**src/rtl/core/bps_pkg.sv**
```systemverilog
// ----------------------------------------------------------------------------
// bps_pkg
// Shared types and constants for the Buchi product successor block.
// ----------------------------------------------------------------------------
`default_nettype none

package bps_pkg;

    // Table geometry
    localparam int NUM_STATES      = 64;
    localparam int NUM_TRANSITIONS = 256;
    localparam int NUM_PREDICATES  = 32;
    localparam int STATE_AW        = 6;
    localparam int TRANS_AW        = 8;
    localparam int CNT_W           = 5;

    localparam logic [8:0]       STATE_LIMIT   = 9'(NUM_STATES);
    localparam logic [8:0]       TRANS_LIMIT   = 9'(NUM_TRANSITIONS);
    localparam logic [CNT_W-1:0] MAX_OUT_TRANS = 5'd16;

    // Input transfer kinds
    localparam logic [1:0] KIND_WR_STATE = 2'd0;
    localparam logic [1:0] KIND_WR_TRANS = 2'd1;
    localparam logic [1:0] KIND_STEP     = 2'd2;
    localparam logic [1:0] KIND_RSVD     = 2'd3;

    // Command queue depth
    localparam int FIFO_DEPTH = 2;

    typedef enum logic [1:0] {
        OP_WR_STATE,
        OP_WR_TRANS,
        OP_STEP
    } op_t;

    // Classified command handed from front to back
    typedef struct packed {
        op_t                       op;
        logic                      idx_ok;    // index within its table
        logic [7:0]                index;     // state, transition or step source
        logic [NUM_PREDICATES-1:0] pred_bits;
        logic [NUM_PREDICATES-1:0] pos_mask;
        logic [NUM_PREDICATES-1:0] neg_mask;
        logic [STATE_AW-1:0]       target_state;
        logic                      accepting;
        logic [TRANS_AW-1:0]       first_trans;
        logic [CNT_W-1:0]          trans_count; // already saturated
    } cmd_t;

    typedef struct packed {
        logic                accepting;
        logic [TRANS_AW-1:0] first_trans;
        logic [CNT_W-1:0]    ntrans;
    } state_entry_t;

    typedef struct packed {
        logic [NUM_PREDICATES-1:0] pos_mask;
        logic [NUM_PREDICATES-1:0] neg_mask;
        logic [STATE_AW-1:0]       target_state;
    } trans_entry_t;

    typedef enum logic [1:0] {
        BK_IDLE,
        BK_SREAD,
        BK_WALK,
        BK_SUMMARY
    } back_state_t;

endpackage

`default_nettype wire

```
**src/rtl/core/bps_front.sv**
```systemverilog
// ----------------------------------------------------------------------------
// bps_front
// Accepts input transfers, decodes and range-checks them, and queues the
// resulting commands for the back end.
// ----------------------------------------------------------------------------
`default_nettype none

module bps_front (
    input  wire logic          clk,
    input  wire logic          rst_n,
    input  wire logic          in_valid,
    output logic               in_ready,
    input  wire logic [127:0]  in_data,
    input  wire logic [1:0]    in_kind,
    output logic               cmd_valid,
    input  wire logic          cmd_pop,
    output bps_pkg::cmd_t      cmd
);
    import bps_pkg::*;

    logic [7:0]          in_index;
    logic                in_from_initial;
    logic [7:0]          src;
    logic [CNT_W-1:0]    in_count;
    logic                push;
    cmd_t                cmd_in;

    cmd_t                fifo_reg [FIFO_DEPTH];
    logic                wr_ptr_reg, wr_ptr_next;
    logic                rd_ptr_reg, rd_ptr_next;
    logic [1:0]          count_reg, count_next;

    assign in_index        = in_data[7:0];
    assign in_from_initial = in_data[8];
    assign in_count        = in_data[124:120];
    assign src             = in_from_initial ? 8'd0 : in_index;

    // Decode one input transfer into a command
    always_comb
    begin
        cmd_in.op           = OP_STEP;
        cmd_in.idx_ok       = 1'b0;
        cmd_in.index        = in_index;
        cmd_in.pred_bits    = in_data[40:9];
        cmd_in.pos_mask     = in_data[72:41];
        cmd_in.neg_mask     = in_data[104:73];
        cmd_in.target_state = in_data[110:105];
        cmd_in.accepting    = in_data[111];
        cmd_in.first_trans  = in_data[119:112];
        cmd_in.trans_count  = (in_count > MAX_OUT_TRANS) ? MAX_OUT_TRANS : in_count;
        push                = in_valid && in_ready;
        unique case (in_kind)
            KIND_WR_STATE:
            begin
                cmd_in.op     = OP_WR_STATE;
                cmd_in.idx_ok = {1'b0, in_index} < STATE_LIMIT;
            end
            KIND_WR_TRANS:
            begin
                cmd_in.op     = OP_WR_TRANS;
                cmd_in.idx_ok = {1'b0, in_index} < TRANS_LIMIT;
            end
            KIND_STEP:
            begin
                cmd_in.op     = OP_STEP;
                cmd_in.index  = src;
                cmd_in.idx_ok = {1'b0, src} < STATE_LIMIT;
            end
            KIND_RSVD:
            begin
                // unknown kind: consumed, no result
                push = 1'b0;
            end
        endcase
    end

    // Command queue
    assign in_ready  = count_reg != 2'(FIFO_DEPTH);
    assign cmd_valid = count_reg != 2'd0;
    assign cmd       = fifo_reg[rd_ptr_reg];

    always_comb
    begin
        wr_ptr_next = push ? ~wr_ptr_reg : wr_ptr_reg;
        rd_ptr_next = cmd_pop ? ~rd_ptr_reg : rd_ptr_reg;
        count_next  = count_reg + 2'(push) - 2'(cmd_pop);
    end

    always_ff @(posedge clk or negedge rst_n)
    begin
        if (!rst_n)
        begin
            wr_ptr_reg <= 1'b0;
            rd_ptr_reg <= 1'b0;
            count_reg  <= 2'd0;
        end
        else
        begin
            wr_ptr_reg <= wr_ptr_next;
            rd_ptr_reg <= rd_ptr_next;
            count_reg  <= count_next;
        end
    end

    always_ff @(posedge clk)
    begin
        if (push)
        begin
            fifo_reg[wr_ptr_reg] <= cmd_in;
        end
    end

endmodule

`default_nettype wire

```
**config.mk**
```make
export PLATFORM = sky130hd
export DESIGN_NAME = bps_front
export DESIGN_NICKNAME = d
export VERILOG_FILES = /design/src/rtl/core/bps_pkg.sv /design/src/rtl/core/bps_front.sv
export SDC_FILE = /design/constraint.sdc
export NUM_CORES = 1
export LEC_CHECK = 0
export ABC_AREA = 1
export BUFFER_PORTS_ARGS = -buffer_cell sky130_fd_sc_hd__buf_2
export CAP_MARGIN = 20
export CORE_AREA = 2 2 147 149
export CTS_BUF_LIST = sky130_fd_sc_hd__clkbuf_16
export CTS_CLUSTER_SIZE = 20
export DETAILED_ROUTE_END_ITERATION = 10
export DIE_AREA = 0 0 149 151
export PLACE_DENSITY = 0.78
export RECOVER_POWER = 100
export SLEW_MARGIN = 5
export SYNTH_ARGS = -nofsm -noshare
export SYNTH_HDL_FRONTEND = slang
export SYNTH_SLANG_ARGS = --single-unit
export TNS_END_PERCENT = 100
```
**constraint.sdc**
```tcl
create_clock -name clk -period 12.1 [get_ports clk]
set_input_delay 2.42 -clock clk [delete_from_list [all_inputs] [get_ports clk]]
set_output_delay 2.42 -clock clk [all_outputs]
set_load 0.005 [all_outputs]
```
; ---- Word-level counts from Yosys, hierarchy flattened
; Memories as Yosys holds them, arrays and structs flattened.
; Cells that the tools add are included.
[op_classes]
add_sub_neg = 2
n_lt_le_gt_ge = 3
eq_ne = 4
n_mux = 7
n_bitwise = 2
reduce_logical = 3
[ops]
columns = op, n
row1 = "less-than comparator 8 x 7 -> 1 bit, second input constant", 2
row2 = 2-to-1 mux 8 bit, 2
row3 = case mux 3 bit (3 select lines), 1
row4 = "> comparator 5 bit, second input constant", 1
row5 = 2-to-1 mux 5 bit, 1
row6 = "equality test 2 bit, second input constant", 2
row7 = 2-to-1 mux 1 bit, 3
row8 = adder 2 x 1 -> 2 bit, 1
row9 = "equality test 2 x 1 -> 1 bit, second input constant", 1
row10 = zero test 2 bit, 1
row11 = "!= test 2 bit, second input constant", 1
row12 = inverter 1 bit, 2
row13 = nonzero test 2 bit, 1
row14 = subtractor 2 x 1 -> 2 bit, 1
row15 = logical AND 1 bit, 1
[totals]
register_bits = 4
ramBits = 254
input_bits = 134
memories = 1
[memory_table]
columns = name, words, word_bits, read_ports, rd_clocked_by_memory_dff, write_ports, line
row1 = fifo_reg, 2, 127, 1, 0, 1, bps_front.sv:28  ; cmd_t fifo_reg [FIFO_DEPTH];

; ---- Depth between registers and ports, before layout
; Gate-level depths: netlist of the first run.
[logic_depth]
word_depth = 5
ltp_mapped = 8

; ---- Least setup slack after synthesis of the first run
; OpenSTA, ideal clock, no wires.
[synth_timing]
path_type = in2reg
startpoint = input in_kind[0]
endpoint = memory fifo_reg[1][0] (netlist bit), enable pin
setup_ps = 615
t_arrival_ps = 7890
required_time_ps = 11485
slack_ps = 3596
path_stages = 3
path_buffers = 0
path_cell_list = nand2_1 -> nand3_1 -> nor2_1
[synth_between]
elab_chain_len = 4
[synth_rtl]
columns = element, line
row1 = "start, declared", bps_front.sv:14  ; input wire logic [1:0] in_kind,
row2 = equality test 2 bit, bps_front.sv:52  ; unique case (in_kind)
row3 = 2-to-1 mux 1 bit, bps_front.sv:52
row4 = 2-to-1 mux 1 bit, bps_front.sv:107  ; if (push)
row5 = 2-to-1 mux 1 bit (implied by the code), bps_front.sv:109  ; fifo_reg[wr_ptr_reg] <= cmd_in;
row6 = "end, declared", bps_front.sv:28
; No other way between the ends.

; ---- Final worst setup path of the first run
[layout_timing]
startpoint = input in_kind[1]
endpoint = memory fifo_reg[0][115] (netlist bit), enable pin
; The elaborated chain is that of the path after synthesis.

==> summary.txt, run 1 <==
Power
  • Sequential power share: 0.473
  • Comb pwr share: 0.240
  • Worst vdd ir: approximately 0.23 mV
  • Clk pwr share: 0.287
  • Pwr Density: roughly 220 nW/um2
  • Net Sw Power: 0.777 mW
  • Leakage power: around 4.7 nW
  • P_int: roughly 1.8 mW
  • Sw frac: 0.299

Timing
  • Clock Skews: 9.14 ps
  • Fmax: 137 MHz
  • Worst Tran Pin Value: 3900 ps
  • Final setup viols: 0
  • Final min period: 7300 ps
  • Pins Over Slew Limit: around 260
  • Final Hold Fails: 0
  • RSZ-0062 raised after global routing: no
  • Setup_tns: 0 ps
  • Relative slew margins: -1.60
  • Crit share post-route: 0.603

Setup path
  • Worst EP required: 12,130 ps
  • Crit end category: flip-flop
  • CP bufs+invs: 3
  • Top delay family on crit path: buffers and inverters
  • Most used cell, CP: clkbuf_1
  • Critical path startpoint category: primary input
  • Crit path max fanout: 65
  • Arr. time, crit path: 7330 ps
  • Crit path largest cell delay: 2710 ps
  • Ordered list of cells on the worst path: clkbuf_1 > nand2_1 > nand4_1 > clkinvlp_2 > clkbuf_1
  • Critical-path top delay cell: clkbuf_1
  • Type of the worst setup path: primary input to flip-flop

Floorplan
  • Total Die Area: 22,500 um2
  • Row count: 53
  • Std-Cell Core Area: 20,800 um2
  • Initial core utilization: 0.467
  • Die H: 151 um
  • Die width: 149 um
  • IO Count: ~260

Synthesis
  • Post-synthesis sequential area ratio: 0.795
  • Yosys warning total: 0
  • Distinct cells, synth: 15
  • Yosys reg bits: ~260
  • Syn Nets: 861
  • Top cell type's share of synthesized area: 0.784
  • Mapped Area: 9730 um2
  • Ranking of synthesized cells by area: edfxtp_1, o21ai_0, inv_1, nand2_1, buf_2
  • Syn Area/Cell: between 10 and 15 um2
  • Synth Instances: slightly above 700
  • Cell taking the most area after synthesis: edfxtp_1

Cells and area
  • Fraction of layout cells with a size suffix above 1: 0.137
  • Area occupied by multi-input gates: 1310 um2
  • Finished Layout Cells: 1,277
  • Area Overhead vs Synth: 21.8%
  • Commonest non-fill, non-tap cell in the layout: edfxtp_1
  • # fillers: 1,741
  • Sequential Area: 7730 um2
  • Ant. Diodes: 0
  • Commonest non-fill, non-tap cells in the layout: edfxtp_1, clkbuf_1, inv_1
  • Number of flip-flops in the largest register: 254
  • Post-layout net count: 1,123

Drt
  • WL/cell: 14.2 um
  • DR iter-0 viols: approximately 310
  • DR WL met3: 1710 um
  • Via count: roughly 5,900
  • ANT nets after route: 0
  • Met1 wire length: 7040 um
  • # DRC: 0
  • Final wirelength: 18,200 um
  • Routed vias/inst: ~4.6
  • Met2 WL: 9060 um
  • Drt pass-1 iters: 4
  • Top Metal Used: met5

Clock network
  • Cts-stage hold buffer count: 0
  • Latest clock arrival within the worst-skew pair: between 500 and 600 ps
  • Root buffer cell: clkbuf_16
  • Clock sink count: 258
  • CTS max path bufs: 3
  • Resized cells post-CTS: 0
  • Setup Buffers After CTS: 0
  • H-tree levels: 1
  • CTS tree: built
  • Clk slew on worst S/H paths: around 60 ps
  • CTS buffer count: 26

Outcome
  • Violations in the final reports: max-capacitance violations, max-slew violations
  • Status: finished with violations

Global route
  • Vias in the first global route: about 5,700
  • Initial antenna violation count: 1
  • All-Layer GR Usage: 0.154
  • GRT Residual Overflow: 0
  • Pin count of the biggest net entering global routing: 125
  • First-pass GRT wire length: approximately 27,000 um

Min path
  • HP Class: flip-flop to flip-flop

Placement
  • Gpl congestion: about 0.74
  • IO Port Bufs: 259
  • Dpl cells: about 1,200
  • Final HPWL DP: about 12,000 um

Flow run
  • Max_cap viols: 4
synthesized netlist by cell type:
master and n:
o21ai_0 128, nor2_1 12, dfrtp_1 4, edfxtp_1 254, xor2_1 1, or2_2 1, inv_1 145, ha_1 2
clkbuf_1 2, nand4_1 1, nand3_1 2, buf_2 26, nand2_1 141, a21boi_0 4, buf_4 2
worst paths after layout:
check | cells past startpoint | slack, ps | from | end
max in group asynchronous | 1 | 10170 | rst_n | count_reg[1]$_DFF_PN0_
min reg2reg | 2 | 490 | wr_ptr_reg$_DFFE_PN0P_ | wr_ptr_reg$_DFFE_PN0P_
max reg2reg | 4 | 6400 | count_reg[1]$_DFF_PN0_ | fifo_reg[0][115]$_DFFE_PP_
max | 5 | 4800 | in_kind[1] | fifo_reg[0][115]$_DFFE_PP_
min | 2 | 490 | wr_ptr_reg$_DFFE_PN0P_ | wr_ptr_reg$_DFFE_PN0P_
min in group asynchronous | 1 | 1740 | rst_n | wr_ptr_reg$_DFFE_PN0P_
per-stage QoR:
step	setup slack [ps]	instance area [um2]	hold slack (ps)	utilization	power, mW
global route	4140	11800	524	0.569	2.76
floorplan	3600	9730	442	-	1.61
detailed placement	6810	11300	483	0.541	1.92
global placement	6840	11300	455	0.541	1.89
CTS	6250	12100	499	0.579	2.67
finish	4800	11800	494	0.569	2.60
worst reg2reg max path, stage by stage, from the launching register on:
cell	delay (ps)
dfrtp_1	400
nand2_1	120
nand4_1	140
clkinvlp_2	1660
clkbuf_1	2790
final cells by class:
type / count / area share
clock buffers: 27 / 0.0570
clock inverters: 16 / 0.0104
inverters: 145 / 0.0461
multi-input cells: 292 / 0.110
flip-flops and latches: 258 / 0.652
well taps: 275 / 0.0290
repair buffers: 264 / 0.0946
cells by family after synthesis:
family,share of synthesized area
and+or+nand+nor,0.0614
DFF,0.795
adders and majority gates,0.00257
buffers and inverters,0.0717
xor gates and xnor gates,0.000901
AOI/OAI and AO/OA,0.0690
power groups by stage:
stage	Clock (mW)	Sequential (mW)	Combinational (mW)
global placement	0	1.22	0.670
floorplan	0	1.24	0.376
global route	0.805	1.25	0.714
CTS	0.766	1.21	0.688
detailed placement	0	1.23	0.684
finish	0.745	1.23	0.622
per-layer routing:
layer / vias up / track usage
met1: 2737 / 0.180
li1: 2945 / -
met5: - / 0
met3: 26 / 0.0494
met2: 197 / 0.275
met4: 2 / 0.0433
Note: power is estimated with default switching activity, not from simulation.
==> run 2: changes to the inputs <==
Clock period 12.1 ns to 7.6 ns, I/O delays scaled along.
==> summary.txt, run 2 (synthesized netlist as in run 1, its figures left out) <==
Cells and area
  • Number of flip-flops in the largest register: 254
  • Commonest non-fill, non-tap cell in the layout: edfxtp_1
  • Final instance area: 11,900 um2
  • # fillers: 1,752
  • Commonest non-fill, non-tap cells in the layout: edfxtp_1, clkbuf_1, inv_1
  • Area Overhead vs Synth: 22.3%
  • Fraction of layout cells with a size suffix above 1: 0.127
  • Ant. Diodes: 0
  • Post-layout net count: 1,124

Power
  • Worst vdd ir: 0.301 mV
  • Sw frac: 0.299
  • Net Sw Power: 1.25 mW
  • Sequential power share: 0.465
  • Comb pwr share: 0.242
  • Power, Total: approximately 4.2 mW
  • Pwr Density: 353 nW/um2
  • Clk pwr share: 0.293
  • Leakage power: 4.71 nW
  • P_int: approximately 2.9 mW

Global route
  • Initial antenna violation count: 2
  • Vias in the first global route: 5,904
  • Pin count of the biggest net entering global routing: 123
  • First-pass GRT wire length: 28,300 um
  • All-Layer GR Usage: 0.160
  • GRT Residual Overflow: 0

Placement
  • IO Port Bufs: 259
  • Placed inst area: 11,300 um2
  • Final HPWL DP: 11,700 um
  • Gpl congestion: 0.758

Drt
  • ANT nets after route: 0
  • Final wirelength: ~19,000 um
  • # DRC: 0
  • WL/cell: approximately 15 um
  • Via count: about 6,000
  • Routed vias/inst: 4.65
  • Drt pass-1 iters: 4
  • DR iter-0 viols: 320

Floorplan
  • IO Count: 263
  • Die width: 149 um
  • Std-Cell Core Area: 20,800 um2
  • Total Die Area: 22,500 um2
  • Row count: 53
  • Initial core utilization: 0.467
  • Die H: about 150 um

Clock network
  • Resized cells post-CTS: 0
  • Clk slew on worst S/H paths: approximately 60 ps
  • Clock sink count: around 260
  • Root buffer cell: clkbuf_16
  • Latest clock arrival within the worst-skew pair: between 500 and 600 ps
  • H-tree levels: 1
  • CTS tree: built
  • Cts-stage hold buffer count: 0
  • CTS max path bufs: 3
  • Setup Buffers After CTS: 0
  • CTS buffer count: 26

Timing
  • Crit share post-route: 0.697
  • RSZ-0062 raised after global routing: no
  • Relative slew margins: -1.75
  • Setup_tns: 0 ps
  • Fmax: 189 MHz
  • Pins Over Slew Limit: around 290
  • Clock Skews: between 8 and 9 ps
  • Final Hold Fails: 0
  • Final setup viols: 0
  • Final min period: 5290 ps
  • Worst Tran Pin Value: 4120 ps

Setup path
  • Top delay family on crit path: buffers and inverters
  • Arr. time, crit path: ~5400 ps
  • Type of the worst setup path: primary input to flip-flop
  • Ordered list of cells on the worst path: clkbuf_1 > nand2_1 > nand4_1 > clkinvlp_2 > buf_4
  • Crit end category: flip-flop
  • CP bufs+invs: 3
  • Worst EP required: between 7000 and 8000 ps
  • Cell depth of the worst setup path: 5
  • Critical-path top delay cell: clkinvlp_2
  • Crit path largest cell delay: 2170 ps
  • FF-to-FF path depth: 5
  • Crit path max fanout: 66
  • Critical path startpoint category: primary input

Outcome
  • Violations in the final reports: max-capacitance violations, max-slew violations
  • Status: finished with violations

Flow run
  • Max_cap viols: 4

Min path
  • HP Class: flip-flop to flip-flop
  • Hold Path Depth: 2
run 2: changes by cell type in the layout (fill, tap and decap cells not counted):
cell,delta
buf_16,+1
buf_2,-8
clkinv_4,-1
clkinv_1,-1
buf_4,-1
inv_1,+4
bufinv_16,+1
clkbuf_1,+10
clkbuf_2,-1
run 2: path summary, 6_finish.rpt:
kind / from / endpoint / slack, ps
max in group asynchronous: rst_n / rd_ptr_reg$_DFFE_PN0P_ / 6530
min in group asynchronous: rst_n / wr_ptr_reg$_DFFE_PN0P_ / 850
hold reg to reg: wr_ptr_reg$_DFFE_PN0P_ / wr_ptr_reg$_DFFE_PN0P_ / 490
hold / removal: wr_ptr_reg$_DFFE_PN0P_ / wr_ptr_reg$_DFFE_PN0P_ / 490
setup reg to reg: count_reg[0]$_DFF_PN0_ / fifo_reg[0][102]$_DFFE_PP_ / 3060
setup / recovery: in_kind[1] / fifo_reg[0][102]$_DFFE_PP_ / 2310
run 2: through the flow:
step                      hold slack, ps  setup slack, ps  cells  utilization
final                                492             2310   1281        0.571
after global routing                 511             1880   1281        0.571
after CTS                            490             3080   1280        0.581
after detailed placement             476             3640   1234        0.541
after global placement               455             3620   1234        0.541
after floorplan                      442             2130    725            -
run 2: final cells by class:
type	instances	area (um2)	area share
sequential	258	7730	0.650
multi-input combinational	292	1310	0.110
timing repair buffer	265	1130	0.0953
clock buffer	27	676	0.0568
inverter	145	546	0.0459
tap	275	344	0.0289
clock inverter	19	155	0.0130
run 2: worst reg2reg max path, stage by stage, from the launching register on:
cell	delay, ps
dfrtp_1	360
inv_1	80
nand2_1	90
nand4_1	120
clkinvlp_2	2170
buf_4	1270
run 2: layer usage:
metal / vias to the layer above / share of wire / GRT usage / wire length (um)
li1: 2961 / - / - / -
met1: 2742 / 0.37 / 0.179 / 6920
met2: 203 / 0.51 / 0.284 / 9430
met3: 45 / 0.089 / 0.0536 / 1650
met4: 2 / 0.031 / 0.0586 / 581
met5: - / 0.00070 / 0 / 13
run 2: power by group through the flow:
| stage | clock [mW] | combinational (mW) | sequential, mW |
|---|---|---|---|
| final | 1.23 | 1.02 | 1.95 |
| after global routing | 1.32 | 1.16 | 1.98 |
| after CTS | 1.26 | 1.03 | 2.00 |
| after detailed placement | 0 | 1.02 | 2.03 |
| after global placement | 0 | 1.00 | 2.02 |
| after floorplan | 0 | 0.600 | 1.96 |
==> run 3: changes to the inputs <==
Clock period 7.6 ns to 5.35 ns, I/O delays scaled along.
==> summary.txt, run 3 (synthesized netlist as in run 1, its figures left out) <==
Setup path
  • Critical-path top delay cell: nor2_1
  • Worst EP required: 5480 ps
  • CP endpoint: fifo_reg[1][92]$_DFFE_PP_
  • Worst R2R End: fifo_reg[1][92]$_DFFE_PP_
  • Crit path max fanout: 27
  • Register-to-register setup slack: between 1000 and 1500 ps
  • FF-to-FF path depth: 4
  • Crit end category: flip-flop
  • Ordered list of cells on the worst path: clkbuf_1 > nand2_1 > nand3_1 > nor2_1 > clkbuf_1
  • Most used cell, CP: clkbuf_1
  • Critical path startpoint category: primary input
  • Arr. time, crit path: 4220 ps
  • Crit path from: in_kind[1]
  • Type of the worst setup path: primary input to flip-flop
  • Crit path largest cell delay: 1820 ps
  • FF-to-FF Start: count_reg[1]$_DFF_PN0_

Power
  • Leakage power: 4.73 nW
  • Power, Total: 5.93 mW
  • Pwr Density: 498 nW/um2
  • Worst vdd ir: 0.689 mV

Drt
  • Drt pass-1 iters: 4
  • Met1 wire length: 7190 um
  • Final wirelength: 18,800 um
  • Via count: approximately 6,000
  • Top Metal Used: met5
  • Routed vias/inst: 4.63
  • WL/cell: around 15 um
  • ANT nets after route: 0
  • DR iter-0 viols: 310
  • DR WL met3: approximately 1600 um
  • Met2 WL: 9440 um
  • # DRC: 0

Cells and area
  • Post-layout net count: 1,126
  • Finished Layout Cells: 1,282
  • Commonest non-fill, non-tap cell in the layout: edfxtp_1
  • Area Overhead vs Synth: 22.4%
  • Fraction of layout cells with a size suffix above 1: 0.131
  • Ant. Diodes: 0
  • Commonest non-fill, non-tap cells in the layout: edfxtp_1, clkbuf_1, inv_1
  • Number of flip-flops in the largest register: 254
  • Fin util: 0.572
  • # fillers: ~1,800

Clock network
  • Resized cells post-CTS: 0
  • Clock sink count: 258
  • CTS tree: built
  • CTS max path bufs: 3
  • Setup Buffers After CTS: 0
  • Clk slew on worst S/H paths: 60 ps
  • CTS buffer count: 27
  • Root buffer cell: clkbuf_16
  • H-tree levels: 1
  • Cts-stage hold buffer count: 0
  • Latest clock arrival within the worst-skew pair: between 500 and 600 ps

Global route
  • GRT Residual Overflow: 0
  • Pin count of the biggest net entering global routing: 146
  • All-Layer GR Usage: 0.159
  • Initial antenna violation count: 1
  • Vias in the first global route: 5,865
  • First-pass GRT wire length: 28,100 um

Placement
  • Dpl cells: ~1,200
  • Final HPWL DP: ~12,000 um
  • Gpl congestion: 0.697
  • IO Port Bufs: 259

Floorplan
  • Total Die Area: 22,500 um2
  • Initial core utilization: 0.467
  • Std-Cell Core Area: 20,800 um2
  • IO Count: 263
  • Die width: about 150 um
  • Die H: between 150 and 200 um
  • Row count: 53

Min path
  • HP Class: primary input to asynchronous set/reset pin

Timing
  • Relative slew margins: -0.639
  • Fmax: 244 MHz
  • Final setup viols: 0
  • Worst Tran Pin Value: roughly 2400 ps
  • Fin Hold WS: 391 ps
  • Crit share post-route: 0.765
  • Setup_tns: 0 ps
  • Final Hold Fails: 0
  • Clock Skews: 9.56 ps
  • RSZ-0062 raised after global routing: no
  • Final min period: just over 4000 ps
  • Pins Over Slew Limit: 60

Outcome
  • Status: finished with violations
  • Violations in the final reports: max-capacitance violations, max-slew violations

Flow run
  • Max_cap viols: 2
run 3: changes by cell type in the layout (fill, tap and decap cells not counted), sizes merged:
| cell | before | now |
|---|---|---|
| buf | 90 | 95 |
| clkbuf | 202 | 198 |
| clkinv | 9 | 5 |
| clkinvlp | 1 | 2 |
| inv | 151 | 154 |
run 3: worst max-delay path: cells and delay by family:
family,cells,cell delay (ps)
buffers and inverters,2,1050
AND/OR/NAND/NOR,3,2080
run 3: worst min-delay path by stage:
| stage | startpoint | to | slack [ps] | cells past startpoint |
|---|---|---|---|---|
| floorplan | wr_ptr_reg$_DFFE_PN0P_ | wr_ptr_reg$_DFFE_PN0P_ | 440 | 2 |
| detailed placement | wr_ptr_reg$_DFFE_PN0P_ | wr_ptr_reg$_DFFE_PN0P_ | 470 | 2 |
| CTS | rst_n | count_reg[1]$_DFF_PN0_ | 330 | 1 |
| global route | rst_n | count_reg[1]$_DFF_PN0_ | 380 | 1 |
| finish | rst_n | count_reg[1]$_DFF_PN0_ | 390 | 1 |
| global placement | wr_ptr_reg$_DFFE_PN0P_ | wr_ptr_reg$_DFFE_PN0P_ | 450 | 2 |
run 3: power breakdown:
| part | switching (mW) | internal [mW] |
|---|---|---|
| registers | 0.149 | 2.65 |
| clock network | 0.705 | 1.05 |
| logic | 0.937 | 0.440 |
run 3: final cells by class:
| type | instances | area, um2 | share of cell area |
|---|---|---|---|
| Sequential cell | 258 | 7730 | 0.649 |
| Timing Repair Buffer | 266 | 1150 | 0.0964 |
| Inverter | 145 | 549 | 0.0461 |
| Multi-Input combinational cell | 292 | 1300 | 0.109 |
| Tap cell | 275 | 344 | 0.0289 |
| Clock buffer | 27 | 676 | 0.0567 |
| Clock inverter | 19 | 159 | 0.0133 |
run 3: metal layers:
metal | GRT usage | vias to the layer above
li1 | - | 2960
met1 | 0.177 | 2735
met2 | 0.286 | 195
met3 | 0.0518 | 45
met4 | 0.0548 | 2
met5 | 0 | -
run 3: per-stage QoR:
stage	setup slack (ps)	cell area (um2)
global route	918	11900
finish	1260	11900
detailed placement	2330	11300
global placement	2350	11300
CTS	1930	12100
floorplan	333	9730
